==> src/rtl/assert_macros.svh <==
// Assertion helpers shared by the RTL. The checks compile away in synthesis.
`ifndef ASSERT_MACROS_SVH
`define ASSERT_MACROS_SVH

`ifndef SYNTHESIS
// Property that must hold at every clock edge outside reset.
`define ASSERT_RST(lbl, clk, rst, prop) \
  lbl: assert property (@(posedge clk) disable iff (rst) (prop)) \
    else $error("assertion failed");
// Implication checked in the same cycle, outside reset.
`define ASSERT_IMPL(lbl, clk, rst, ante, cons) \
  lbl: assert property (@(posedge clk) disable iff (rst) (ante) |-> (cons)) \
    else $error("implication failed");
`else
`define ASSERT_RST(lbl, clk, rst, prop)
`define ASSERT_IMPL(lbl, clk, rst, ante, cons)
`endif

`endif

==> src/rtl/uer_pkg.sv <==
`default_nettype none

package uer_pkg;

  // register map (word index on the APB port)
  localparam int unsigned REG_TIMEOUT  = 0;
  localparam int unsigned REG_MAX_DIST = 1;
  localparam int unsigned REG_PRE_LOW  = 2;
  localparam int unsigned REG_PULSE    = 3;
  localparam int unsigned REG_IDX_W    = 2;
  localparam int unsigned PADDR_W      = 4;
  localparam int unsigned PDATA_W      = 32;

  // register widths
  localparam int unsigned TIMEOUT_W  = 20;
  localparam int unsigned MAX_DIST_W = 10;
  localparam int unsigned TICK8_W    = 8;
  localparam int unsigned DIST_W     = 14;

  // register reset values
  localparam logic [TIMEOUT_W-1:0]  TIMEOUT_RST  = 20'd30000;
  localparam logic [MAX_DIST_W-1:0] MAX_DIST_RST = 10'd400;
  localparam logic [TICK8_W-1:0]    PRE_LOW_RST  = 8'd5;
  localparam logic [TICK8_W-1:0]    PULSE_RST    = 8'd15;

  localparam int unsigned COUNTER_BITS_DEF = 20;

  // distance = (ticks * 1124) >> 12, about 0.01715 cm per us in 1/16 cm
  localparam int unsigned DIST_SCALE   = 1124;
  localparam int unsigned DIST_SCALE_W = 11;
  localparam int unsigned DIST_SHIFT   = 12;
  localparam int unsigned DIST_MIN     = 32;  // 2 cm

  typedef enum logic [4:0] {
    PH_IDLE      = 5'b00001,
    PH_PRE_LOW   = 5'b00010,
    PH_PULSE     = 5'b00100,
    PH_WAIT_RISE = 5'b01000,
    PH_HIGH      = 5'b10000
  } phase_t;

  typedef struct packed {
    logic              trigger;
    logic              busy;
    logic              done;
    logic              tmo;
    logic [DIST_W-1:0] distance;
  } result_t;

endpackage

`default_nettype wire

==> src/rtl/ultrasonic_echo_ranger.sv <==
`default_nettype none
`include "assert_macros.svh"

// Channel  | Handshake           | Payload
// ---------+---------------------+------------------------------------------
// input    | in_valid / in_stall | start_req, echo_level (one us tick)
// output   | out_valid/out_stall | trigger_out, busy_res, done_res,
//          |                     | timed_out, distance_sixteenths
// config   | APB write/read      | paddr, pwdata, prdata
//
// One tick in, one result out. A tick is held in the input register, then
// the phase/counter update and the distance multiply-and-clamp land in
// the result register: one tick per cycle sustained unless back-pressure
// fills the output side's second (skid) register, which lets ticks keep
// flowing while one result waits; in_stall rises only when the skid register
// and the input register are both full.
// rst is synchronous: phase idle, counter and last distance zero, registers
// to their defaults, all buffers empty.
module ultrasonic_echo_ranger #(
  parameter int unsigned COUNTER_BITS = uer_pkg::COUNTER_BITS_DEF
) (
  input  logic                        clk,
  input  logic                        rst,
  // tick input
  input  logic                        in_valid,
  output logic                        in_stall,
  input  logic                        start_req,
  input  logic                        echo_level,
  // result output
  output logic                        out_valid,
  input  logic                        out_stall,
  output logic                        trigger_out,
  output logic                        busy_res,
  output logic                        done_res,
  output logic                        timed_out,
  output logic [uer_pkg::DIST_W-1:0]  distance_sixteenths,
  // APB configuration
  input  logic                        psel,
  input  logic                        penable,
  input  logic                        pwrite,
  input  logic [uer_pkg::PADDR_W-1:0] paddr,
  input  logic [uer_pkg::PDATA_W-1:0] pwdata,
  output logic [uer_pkg::PDATA_W-1:0] prdata,
  output logic                        pready
);
  import uer_pkg::*;

  localparam int unsigned CW     = COUNTER_BITS;
  localparam int unsigned CMP_W  = (CW > TIMEOUT_W) ? CW : TIMEOUT_W;
  localparam int unsigned PROD_W = CW + DIST_SCALE_W;

  localparam logic [CW-1:0]     CNT_MAX   = {CW{1'b1}};
  localparam logic [PROD_W-1:0] SCALE     = PROD_W'(DIST_SCALE);
  localparam logic [PROD_W-1:0] MIN_D     = PROD_W'(DIST_MIN);

  // ---------------------------------------------------------------- config
  logic [TIMEOUT_W-1:0]  timeout_ticks;
  logic [MAX_DIST_W-1:0] max_distance_cm;
  logic [TICK8_W-1:0]    pre_low_ticks;
  logic [TICK8_W-1:0]    pulse_ticks;
  logic [REG_IDX_W-1:0]  reg_idx;
  logic                  reg_wr;

  assign pready  = 1'b1;
  assign reg_idx = paddr[PADDR_W-1:2];
  assign reg_wr  = psel && penable && pwrite && pready;

  always_ff @(posedge clk) begin
    if (rst) begin
      timeout_ticks   <= TIMEOUT_RST;
      max_distance_cm <= MAX_DIST_RST;
      pre_low_ticks   <= PRE_LOW_RST;
      pulse_ticks     <= PULSE_RST;
    end else if (reg_wr) begin
      case (reg_idx)
        REG_IDX_W'(REG_TIMEOUT):  timeout_ticks   <= pwdata[TIMEOUT_W-1:0];
        REG_IDX_W'(REG_MAX_DIST): max_distance_cm <= pwdata[MAX_DIST_W-1:0];
        REG_IDX_W'(REG_PRE_LOW):  pre_low_ticks   <= pwdata[TICK8_W-1:0];
        REG_IDX_W'(REG_PULSE):    pulse_ticks     <= pwdata[TICK8_W-1:0];
        default: ;
      endcase
    end
  end

  always_comb begin
    case (reg_idx)
      REG_IDX_W'(REG_TIMEOUT):  prdata = PDATA_W'(timeout_ticks);
      REG_IDX_W'(REG_MAX_DIST): prdata = PDATA_W'(max_distance_cm);
      REG_IDX_W'(REG_PRE_LOW):  prdata = PDATA_W'(pre_low_ticks);
      REG_IDX_W'(REG_PULSE):    prdata = PDATA_W'(pulse_ticks);
      default:                  prdata = '0;
    endcase
  end

  // ---------------------------------------------------------- input register
  logic s1_valid;
  logic s1_start;
  logic s1_echo;
  logic skid_valid;
  logic adv;        // tick in the input register is processed this cycle
  logic in_take;

  assign in_stall = s1_valid && skid_valid;
  assign in_take  = in_valid && !in_stall;
  assign adv      = s1_valid && !skid_valid;

  always_ff @(posedge clk) begin
    if (rst) begin
      s1_valid <= 1'b0;
    end else if (in_take) begin
      s1_valid <= 1'b1;
    end else if (adv) begin
      s1_valid <= 1'b0;
    end
  end

  always_ff @(posedge clk) begin
    if (in_take) begin
      s1_start <= start_req;
      s1_echo  <= echo_level;
    end
  end

  // ---------------------------------------------------------- measurement
  phase_t          phase, phase_next;
  logic [CW-1:0]   tick_counter, tick_counter_next;
  logic [DIST_W-1:0] last_distance, last_distance_next;
  result_t         res;

  function automatic logic [CW-1:0] cnt_inc(input logic [CW-1:0] c);
    cnt_inc = (c == CNT_MAX) ? c : c + CW'(1);
  endfunction

  function automatic logic expired(input logic [CW-1:0] c,
                                   input logic [TIMEOUT_W-1:0] lim);
    expired = (CMP_W'(c) > CMP_W'(lim)) || (c == CNT_MAX);
  endfunction

  // distance from the current high count: one multiply, then the two clamps
  logic [PROD_W-1:0] prod;
  logic [PROD_W-1:0] dist_raw;
  logic [PROD_W-1:0] dist_lo;
  logic [PROD_W-1:0] dist_hi;
  logic [DIST_W-1:0] dist_cl;

  assign prod     = PROD_W'(tick_counter) * SCALE;
  assign dist_raw = prod >> DIST_SHIFT;
  assign dist_lo  = (dist_raw < MIN_D) ? MIN_D : dist_raw;
  assign dist_hi  = PROD_W'({max_distance_cm, 4'b0000});
  // upper clamp last, so a maximum below 2 cm wins
  assign dist_cl  = (dist_lo > dist_hi) ? dist_hi[DIST_W-1:0] : dist_lo[DIST_W-1:0];

  always_comb begin
    logic trig;
    logic done;
    logic tmo;
    phase_next         = phase;
    tick_counter_next  = tick_counter;
    last_distance_next = last_distance;
    trig = 1'b0;
    done = 1'b0;
    tmo  = 1'b0;

    if (phase == PH_IDLE && s1_start) begin
      phase_next        = PH_PRE_LOW;
      tick_counter_next = '0;
    end
    // zero pre-low time falls straight through to the pulse
    if (phase_next == PH_PRE_LOW && tick_counter_next >= CW'(pre_low_ticks)) begin
      phase_next        = PH_PULSE;
      tick_counter_next = '0;
    end

    case (phase_next)
      PH_IDLE: ;
      PH_PRE_LOW: tick_counter_next = cnt_inc(tick_counter_next);
      PH_PULSE: begin
        trig              = 1'b1;
        tick_counter_next = cnt_inc(tick_counter_next);
        if (tick_counter_next >= CW'(pulse_ticks)) begin
          phase_next        = PH_WAIT_RISE;
          tick_counter_next = '0;
        end
      end
      PH_WAIT_RISE: begin
        if (s1_echo) begin
          phase_next        = PH_HIGH;
          tick_counter_next = CW'(1);
        end else if (expired(tick_counter_next, timeout_ticks)) begin
          phase_next         = PH_IDLE;
          done               = 1'b1;
          tmo                = 1'b1;
          last_distance_next = '0;
          tick_counter_next  = '0;
        end else begin
          tick_counter_next = cnt_inc(tick_counter_next);
        end
      end
      PH_HIGH: begin
        // counter is untouched by the start logic here, so dist_cl applies
        if (!s1_echo) begin
          phase_next         = PH_IDLE;
          done               = 1'b1;
          last_distance_next = dist_cl;
          tick_counter_next  = '0;
        end else if (expired(tick_counter_next, timeout_ticks)) begin
          phase_next         = PH_IDLE;
          done               = 1'b1;
          tmo                = 1'b1;
          last_distance_next = '0;
          tick_counter_next  = '0;
        end else begin
          tick_counter_next = cnt_inc(tick_counter_next);
        end
      end
      default: begin
        phase_next        = PH_IDLE;
        tick_counter_next = '0;
      end
    endcase

    res.trigger  = trig;
    res.busy     = (phase_next != PH_IDLE);
    res.done     = done;
    res.tmo      = tmo;
    res.distance = last_distance_next;
  end

  always_ff @(posedge clk) begin
    if (rst) begin
      phase         <= PH_IDLE;
      tick_counter  <= '0;
      last_distance <= '0;
    end else if (adv) begin
      phase         <= phase_next;
      tick_counter  <= tick_counter_next;
      last_distance <= last_distance_next;
    end
  end

  // ---------------------------------------------------------- output + skid
  result_t out_q;
  result_t skid_q;

  always_ff @(posedge clk) begin
    if (rst) begin
      out_valid  <= 1'b0;
      skid_valid <= 1'b0;
    end else begin
      if (out_valid && !out_stall) begin
        // output drained: refill from skid, or from a fresh result
        if (skid_valid) begin
          out_valid  <= 1'b1;
          skid_valid <= 1'b0;
        end else begin
          out_valid <= adv;
        end
      end else if (!out_valid) begin
        out_valid <= adv;
      end else if (adv) begin
        skid_valid <= 1'b1;
      end
    end
  end

  always_ff @(posedge clk) begin
    if (out_valid && !out_stall && skid_valid) begin
      out_q <= skid_q;
    end else if (adv && !(out_valid && out_stall)) begin
      out_q <= res;
    end
    if (adv && out_valid && out_stall) begin
      skid_q <= res;
    end
  end

  assign trigger_out         = out_q.trigger;
  assign busy_res            = out_q.busy;
  assign done_res            = out_q.done;
  assign timed_out           = out_q.tmo;
  assign distance_sixteenths = out_q.distance;

  // ---------------------------------------------------------- checks
  `ASSERT_IMPL(a_skid_needs_out, clk, rst, skid_valid, out_valid)
  `ASSERT_IMPL(a_done_ends_busy, clk, rst, out_valid && done_res, !busy_res)
  `ASSERT_IMPL(a_tmo_zero, clk, rst, out_valid && timed_out,
               done_res && distance_sixteenths == '0)
  `ASSERT_IMPL(a_trig_busy, clk, rst, out_valid && trigger_out, busy_res && !done_res)
  `ASSERT_RST(a_stall_full, clk, rst, !in_stall || (s1_valid && out_valid))

endmodule

`default_nettype wire

==> config.mk <==
export PLATFORM = sky130hd
export DESIGN_NAME = ultrasonic_echo_ranger
export DESIGN_NICKNAME = d
export VERILOG_FILES = /design/src/rtl/uer_pkg.sv /design/src/rtl/ultrasonic_echo_ranger.sv
export VERILOG_INCLUDE_DIRS = /design/src /design/src/rtl
export SDC_FILE = /design/constraint.sdc
export NUM_CORES = 1
export LEC_CHECK = 0
export BUFFER_PORTS_ARGS = -buffer_cell sky130_fd_sc_hd__buf_2
export CAP_MARGIN = 20
export CORE_ASPECT_RATIO = 0.8
export CORE_MARGIN = 2
export CORE_UTILIZATION = 35
export CTS_CLUSTER_DIAMETER = 100
export DETAILED_ROUTE_END_ITERATION = 6
export PLACE_DENSITY = 0.59
export SYNTH_ARGS = -nofsm -noshare
export SYNTH_HDL_FRONTEND = slang
export SYNTH_SLANG_ARGS = --single-unit
==> constraint.sdc <==
create_clock -name clk -period 6.4 [get_ports clk]
set_input_delay 0.32 -clock clk [delete_from_list [all_inputs] [get_ports clk]]
set_output_delay 0.32 -clock clk [all_outputs]
set_load 0.03 [all_outputs]
* Word-level counts from Yosys, hierarchy flattened
Cells that the tools add are included.
** Word-level totals
- Bits in registers :: 126
- Bits of input ports :: 45
- Output and inout port bits :: 53
- Word-level logic and storage cells :: 105
** Operators by class
- Add/sub/neg operators :: 1
- Multiply operators :: 1
- Order comparisons :: 5
- Equality and inequality tests :: 12
- Multiplexer cells :: 36
- Reductions and logical operators :: 28
** Operator list (count)
- two-way mux 20 bit :: 7
- case mux 32 bit (4 select lines) :: 1
- case mux 20 bit (5 select lines) :: 1
- two-way mux 14 bit :: 4
- >= comparator 20 x 8 -> 1 bit :: 2
- two-way mux 18 bit :: 2
- two-way mux 5 bit :: 6
- multiplier 20 x 9 -> 29 bit, second input constant :: 1
- case mux 14 bit (2 select lines) :: 1
- adder 20 x 1 -> 20 bit, second input constant :: 1
- equality test 20 bit, second input constant :: 1
- greater-than comparator 20 bit :: 1
- case mux 5 bit (4 select lines) :: 1
- greater-than comparator 19 x 14 -> 1 bit :: 1
- less-than comparator 19 x 6 -> 1 bit, second input constant :: 1
- two-way mux 19 bit :: 1
- logical AND 1 bit :: 13
- equality test 5 x 1 -> 1 bit, second input constant :: 2
- equality test 5 x 2 -> 1 bit, second input constant :: 2
- two-way mux 1 bit :: 10
- AND reduction 2 bit :: 5
- equality test 5 x 3 -> 1 bit, second input constant :: 1
- equality test 5 x 4 -> 1 bit, second input constant :: 1
- equality test 5 bit, second input constant :: 1
- other kinds (9) :: 16

* Longest topological paths before layout
- Depth in word-level cells :: 14
- Depth in mapped cells :: 31
- Depth with buffers taken out :: 27

* Least setup slack after synthesis
Ideal clock, no wire load.
- Path type :: reg-to-reg
- From :: register tick_counter[13]
- To :: register out_q (netlist bit distance_sixteenths[13]), data pin
- Library setup time :: 0.274 ns
- Data arrival time :: 6.469 ns
- Data required time :: 6.126 ns
- Setup slack :: -0.343 ns
- Cell stages (with the launch flop) :: 25
- Buffers on the path :: 0
- Clock period less this slack :: 6.743 ns
- Cells stage by stage :: dfxtp_1 ha_1 ha_1 inv_1 fa_1 inv_1 fa_1 ha_1 a21oi_2 a22oi_1 a311oi_4 o311ai_1 a221oi_1 and4bb_2 nand2_1 o21bai_1 ha_1 nand4_1 or3_1 or3b_2 or4_4 a31oi_1 nor3_1 a311oi_1 a31oi_1
** On the way
- Word-level cells in the longest chain between the ends :: 11
- Elaborated cells between the ends (all ways) :: 21
- Those cells by class :: 1 x mul; 4 x order compare; 3 x eq/ne; 11 x mux; 2 x reduce/logical
** RTL lines
- from (decl) :: line ultrasonic_echo_ranger.sv:126 : logic [CW-1:0] tick_counter, tick_counter_next;
- from (signal assigned) :: line ultrasonic_echo_ranger.sv:236 : tick_counter <= tick_counter_next;
- branches (longest 8 deep; another with multiplier 20 x 9 -> 29 bit)
- case mux 14 bit (2 select lines) * :: line ultrasonic_echo_ranger.sv:174 : case (phase_next)
- two-way mux 18 bit * :: line ultrasonic_echo_ranger.sv:269 : end else if (adv && !(out_valid && out_stall)) begin
- two-way mux 18 bit * :: line ultrasonic_echo_ranger.sv:267 : if (out_valid && !out_stall && skid_valid) begin
- to (signal assigned) :: line ultrasonic_echo_ranger.sv:268 : out_q <= skid_q;
- to (signal assigned) :: line ultrasonic_echo_ranger.sv:270 : out_q <= res;
- to (decl) :: line ultrasonic_echo_ranger.sv:242 : result_t out_q;
Mark *: on every way between the ends. The select of a mux whose other input is x is not followed.
A chain may end at the register's enable or synchronous reset.

* Final worst setup path
- From :: register tick_counter[6]
- To :: register out_q (netlist bit distance_sixteenths[9]), data pin
Same word-level chain as after synthesis.

==> results.md <==
- Placement-stage worst setup slack: -0.327 ns
- Most frequent cells after synthesis: sky130_fd_sc_hd__inv_1, sky130_fd_sc_hd__ha_1, sky130_fd_sc_hd__nand2_1, sky130_fd_sc_hd__dfxtp_1, sky130_fd_sc_hd__nor2_1
- Tot Pwr: 0.00207 W
- Final critical-path setup slack: -0.185 ns
- Number of buffers inserted for hold repair after clock tree synthesis: 0
- Number of DRC violations after detailed routing: 0
- Worst Hold Path EP: s1_start$_DFFE_PP_
- Die Y-Extent: 160 um
- Proportion of synthesized flip-flops having asynchronous set or reset: 0
- Yosys cell types: 93
- Clock transition at path regs: 0.06 ns
- Max IR drop VDD: 188 uV
- Number of pins exceeding their max-slew limit in the final report: 0
- Clock tree from TritonCTS: built
- Total cell area at the placement stage: 12500 um^2
- Startpoint types: flip-flop
- Unrepaired setup endpoints after global routing: yes
- Dominant cell by count in the synthesized netlist: sky130_fd_sc_hd__inv_1
- Leakage Power: 6.43 nW
- Number of antenna violations at the first check in global routing: 0
- Hpwl dp: 24700 um
- P&R area growth vs syn: 31.1%
- Cell total after placement: 1783
- Internal reg-to-reg setup slack: -0.18 ns
- Areal power density over the cells: 148 nW/um^2
- Cell depth of the worst min-delay path: 1
- Count of flip-flops with a built-in enable after synthesis: 38
- Count of routing violations after the opening detailed-route iteration: 685
- Row count: 57
- Least-Margin Pin Slew: 0.973 ns
- Avg WL per Cell: 17.4 um
- Final worst path period share: 1.03
- Post-layout minimum cycle time: 6.58 ns
- Synthesized flop and latch total: 126
- Max capacitance violation total: 0
- Yosys top cell area share: 0.166
- Width of the chip: 199 um
- Final non-filler cell total: 1850
- Total of endpoints with negative setup slack in the final report: 36
- Ys flop type: sky130_fd_sc_hd__dfxtp_1
- Origin of the critical flop-to-flop path: tick_counter[6]$_SDFFE_PP0P_
- Worst reg-to-reg path cell count: 26
- Area of the mapped netlist: 10600 um^2
- Number of top-level pins: 98
- Critical path peak fanout: 4
- GRT Total Usage: 0.204
- Synth Warn #: 0
- Worst EP required: 6.57 ns
- Arrival time worst endpoint: 6.75 ns
- Violated checks: setup timing
- Port-buffer cells: 70
- Hold violation total from the final report: 0
- Final Routed Wirelength: 32200 um
- Number of antenna cells inserted: 0
- Number of nets in the final layout: 1630
- Maximum count of clock buffers along a single path: 2
- Status: complete, but fails checks
- Highest clock rate: 152 MHz
- Largest net degree at the start of global routing: 55
- CTS Root Cell: sky130_fd_sc_hd__clkbuf_16
- Design area: 13900 um^2
- Die Area: 31800 um^2
- Reg-to-reg critical path endpoint: distance_sixteenths[9]$_DFFE_PP_
- Starting utilization of the core area: 0.353
- Number of buffers inserted during clock tree synthesis: 17
- Core area: 30200 um^2
- CTS H-tree lvls: 4
- ANT nets after route: 0
- Normalized max-slew margin: 0.349
- Critical path start-end classification: reg -> reg
- Clk Latency, worst-skew pair: 0.44 ns
- Vias/cell: 5.24
- Placer congestion estimate: 0.924
- Capturing element type of the critical path: flip-flop
- Library cell with the largest summed area after synthesis: sky130_fd_sc_hd__dfxtp_1
- Hold WS: 0.0611 ns
- Sequential element share of the synthesized area: 0.273
- Detailed-routing iteration count for the pre-antenna-repair pass: 5
- Type of the worst min-delay path: in -> reg
- First-pass GRT wire length: 50500 um
- # clock sinks: 126
- Mapped Cells: 1225
- Main area contributors after synthesis: sky130_fd_sc_hd__dfxtp_1, sky130_fd_sc_hd__ha_1, sky130_fd_sc_hd__edfxtp_1
- Via count of the first global-routing pass: 9410
- Post-synthesis average cell area: 8.68 um^2
- Startpoint of the worst hold path: start_req
- Grt total ovfl: 0
- Vias: 9697
- Clk_skew: 0.0124 ns
- Layout cell share with drive strength beyond 1: 0.293
## routing by layer
layer  vias to the layer above  GRT usage  share of wire
met4                         0     0.0638          0.022
met1                      4555      0.296           0.48
met2                       327      0.300           0.43
li1                       4767          -              -
met5                         -          0              0
met3                        48     0.0422          0.070
## state kept, by name (all words and copies together), names as in the netlist, 5 cells and up
name and count:
timeout_ticks 20, tick_counter 20, pulse_ticks 8, skid_q 18, last_distance 14, distance_sixteenths 14
max_distance_cm 10, phase 5, pre_low_ticks 8
## power breakdown
part,internal (W),total [W],switching (W)
Clock,0.000618,0.00102,0.000401
Sequential,0.000835,0.000847,0.0000116
Combinational,0.0000645,0.000199,0.000135
## per-stage QoR
step                       util  TNS (ns)
after floorplan               -         0
after global placement    0.414     -3.82
after detailed placement  0.414     -8.21
after CTS                 0.450     -4.02
after global routing      0.462    -12.76
final                     0.462     -2.55
## cell families (layout without fill, tap and decap cells)
| family | count (synthesis) | in the layout | share of synthesized area |
|---|---|---|---|
| compound gates | 267 | 267 | 0.182 |
| xor+xnor | 19 | 19 | 0.0156 |
| fa+ha+maj | 160 | 160 | 0.209 |
| buf+inv | 217 | 418 | 0.0841 |
| flops | 126 | 126 | 0.273 |
| mux | 44 | 44 | 0.0519 |
| other cells | 2 | 13 | 0.000706 |
| simple gates | 390 | 390 | 0.184 |
## what timing repair did
| action | 4_1_cts | 5_1_grt |
|---|---|---|
| endpoints found under the setup margin | 42 | 61 |
| pin swaps | 53 | 32 |
| gates cloned | 0 | 0 |
| resized for setup | 56 | 46 |
| setup buffers | 31 | 6 |
## area by class of cell
| type | count | area (um^2) |
|---|---|---|
| Clock buffer | 22 | 518 |
| Clock inverter | 9 | 93.8 |
| Fill cell | 2875 | 16200 |
| Inverter | 153 | 574 |
| Multi-Input combinational cell | 893 | 7620 |
| Sequential cell | 126 | 2940 |
| Tap cell | 413 | 517 |
| Timing Repair Buffer | 234 | 1680 |
## critical path: stages (launching register included)
cell,delay (ns)
sky130_fd_sc_hd__dfxtp_4,0.37
sky130_fd_sc_hd__ha_4,0.24
sky130_fd_sc_hd__ha_4,0.25
sky130_fd_sc_hd__inv_2,0.04
sky130_fd_sc_hd__fa_1,0.47
sky130_fd_sc_hd__inv_1,0.05
sky130_fd_sc_hd__fa_1,0.55
sky130_fd_sc_hd__ha_4,0.22
sky130_fd_sc_hd__a211oi_4,0.26
sky130_fd_sc_hd__o221ai_4,0.17
sky130_fd_sc_hd__buf_6,0.16
sky130_fd_sc_hd__a41oi_4,0.26
sky130_fd_sc_hd__o21bai_2,0.15
sky130_fd_sc_hd__xor2_2,0.23
sky130_fd_sc_hd__and4bb_2,0.28
sky130_fd_sc_hd__nand2_4,0.08
sky130_fd_sc_hd__o21bai_1,0.07
sky130_fd_sc_hd__ha_1,0.30
sky130_fd_sc_hd__nand4_1,0.10
sky130_fd_sc_hd__or3_4,0.38
sky130_fd_sc_hd__or3b_4,0.38
sky130_fd_sc_hd__or4_4,0.47
sky130_fd_sc_hd__a31oi_4,0.22
sky130_fd_sc_hd__buf_6,0.13
sky130_fd_sc_hd__nor3_1,0.06
sky130_fd_sc_hd__a211oi_4,0.28
sky130_fd_sc_hd__a31oi_1,0.11
## placed cells by master, fill, tap and decap left out, drive strengths merged, types with 12 or more instances in the layout
master	instances
a21oi	63
a31oi	30
and2	36
buf	234
clkbuf	22
conb	13
dfxtp	88
edfxtp	38
fa	30
ha	130
inv	156
mux2i	27
nand2	118
nand2b	12
nand3	25
nand4	20
nor2	81
nor3	31
nor4	14
o211ai	18
o21ai	41
## worst max-delay path by stage
stage | startpoint | end | slack, ns
4_1_cts | tick_counter[6]$_SDFFE_PP0P_ | distance_sixteenths[7]$_DFFE_PP_ | -0.18
3_3_place_gp | tick_counter[8]$_SDFFE_PP0P_ | distance_sixteenths[13]$_DFFE_PP_ | -0.22
2_1_floorplan | tick_counter[8]$_SDFFE_PP0P_ | distance_sixteenths[13]$_DFFE_PP_ | 0.01
3_5_place_dp | tick_counter[5]$_SDFFE_PP0P_ | distance_sixteenths[13]$_DFFE_PP_ | -0.33
6_report | tick_counter[6]$_SDFFE_PP0P_ | distance_sixteenths[9]$_DFFE_PP_ | -0.18
5_1_grt | tick_counter[14]$_SDFFE_PP0P_ | distance_sixteenths[7]$_DFFE_PP_ | -0.42
Power figures use the tool's default switching activity.
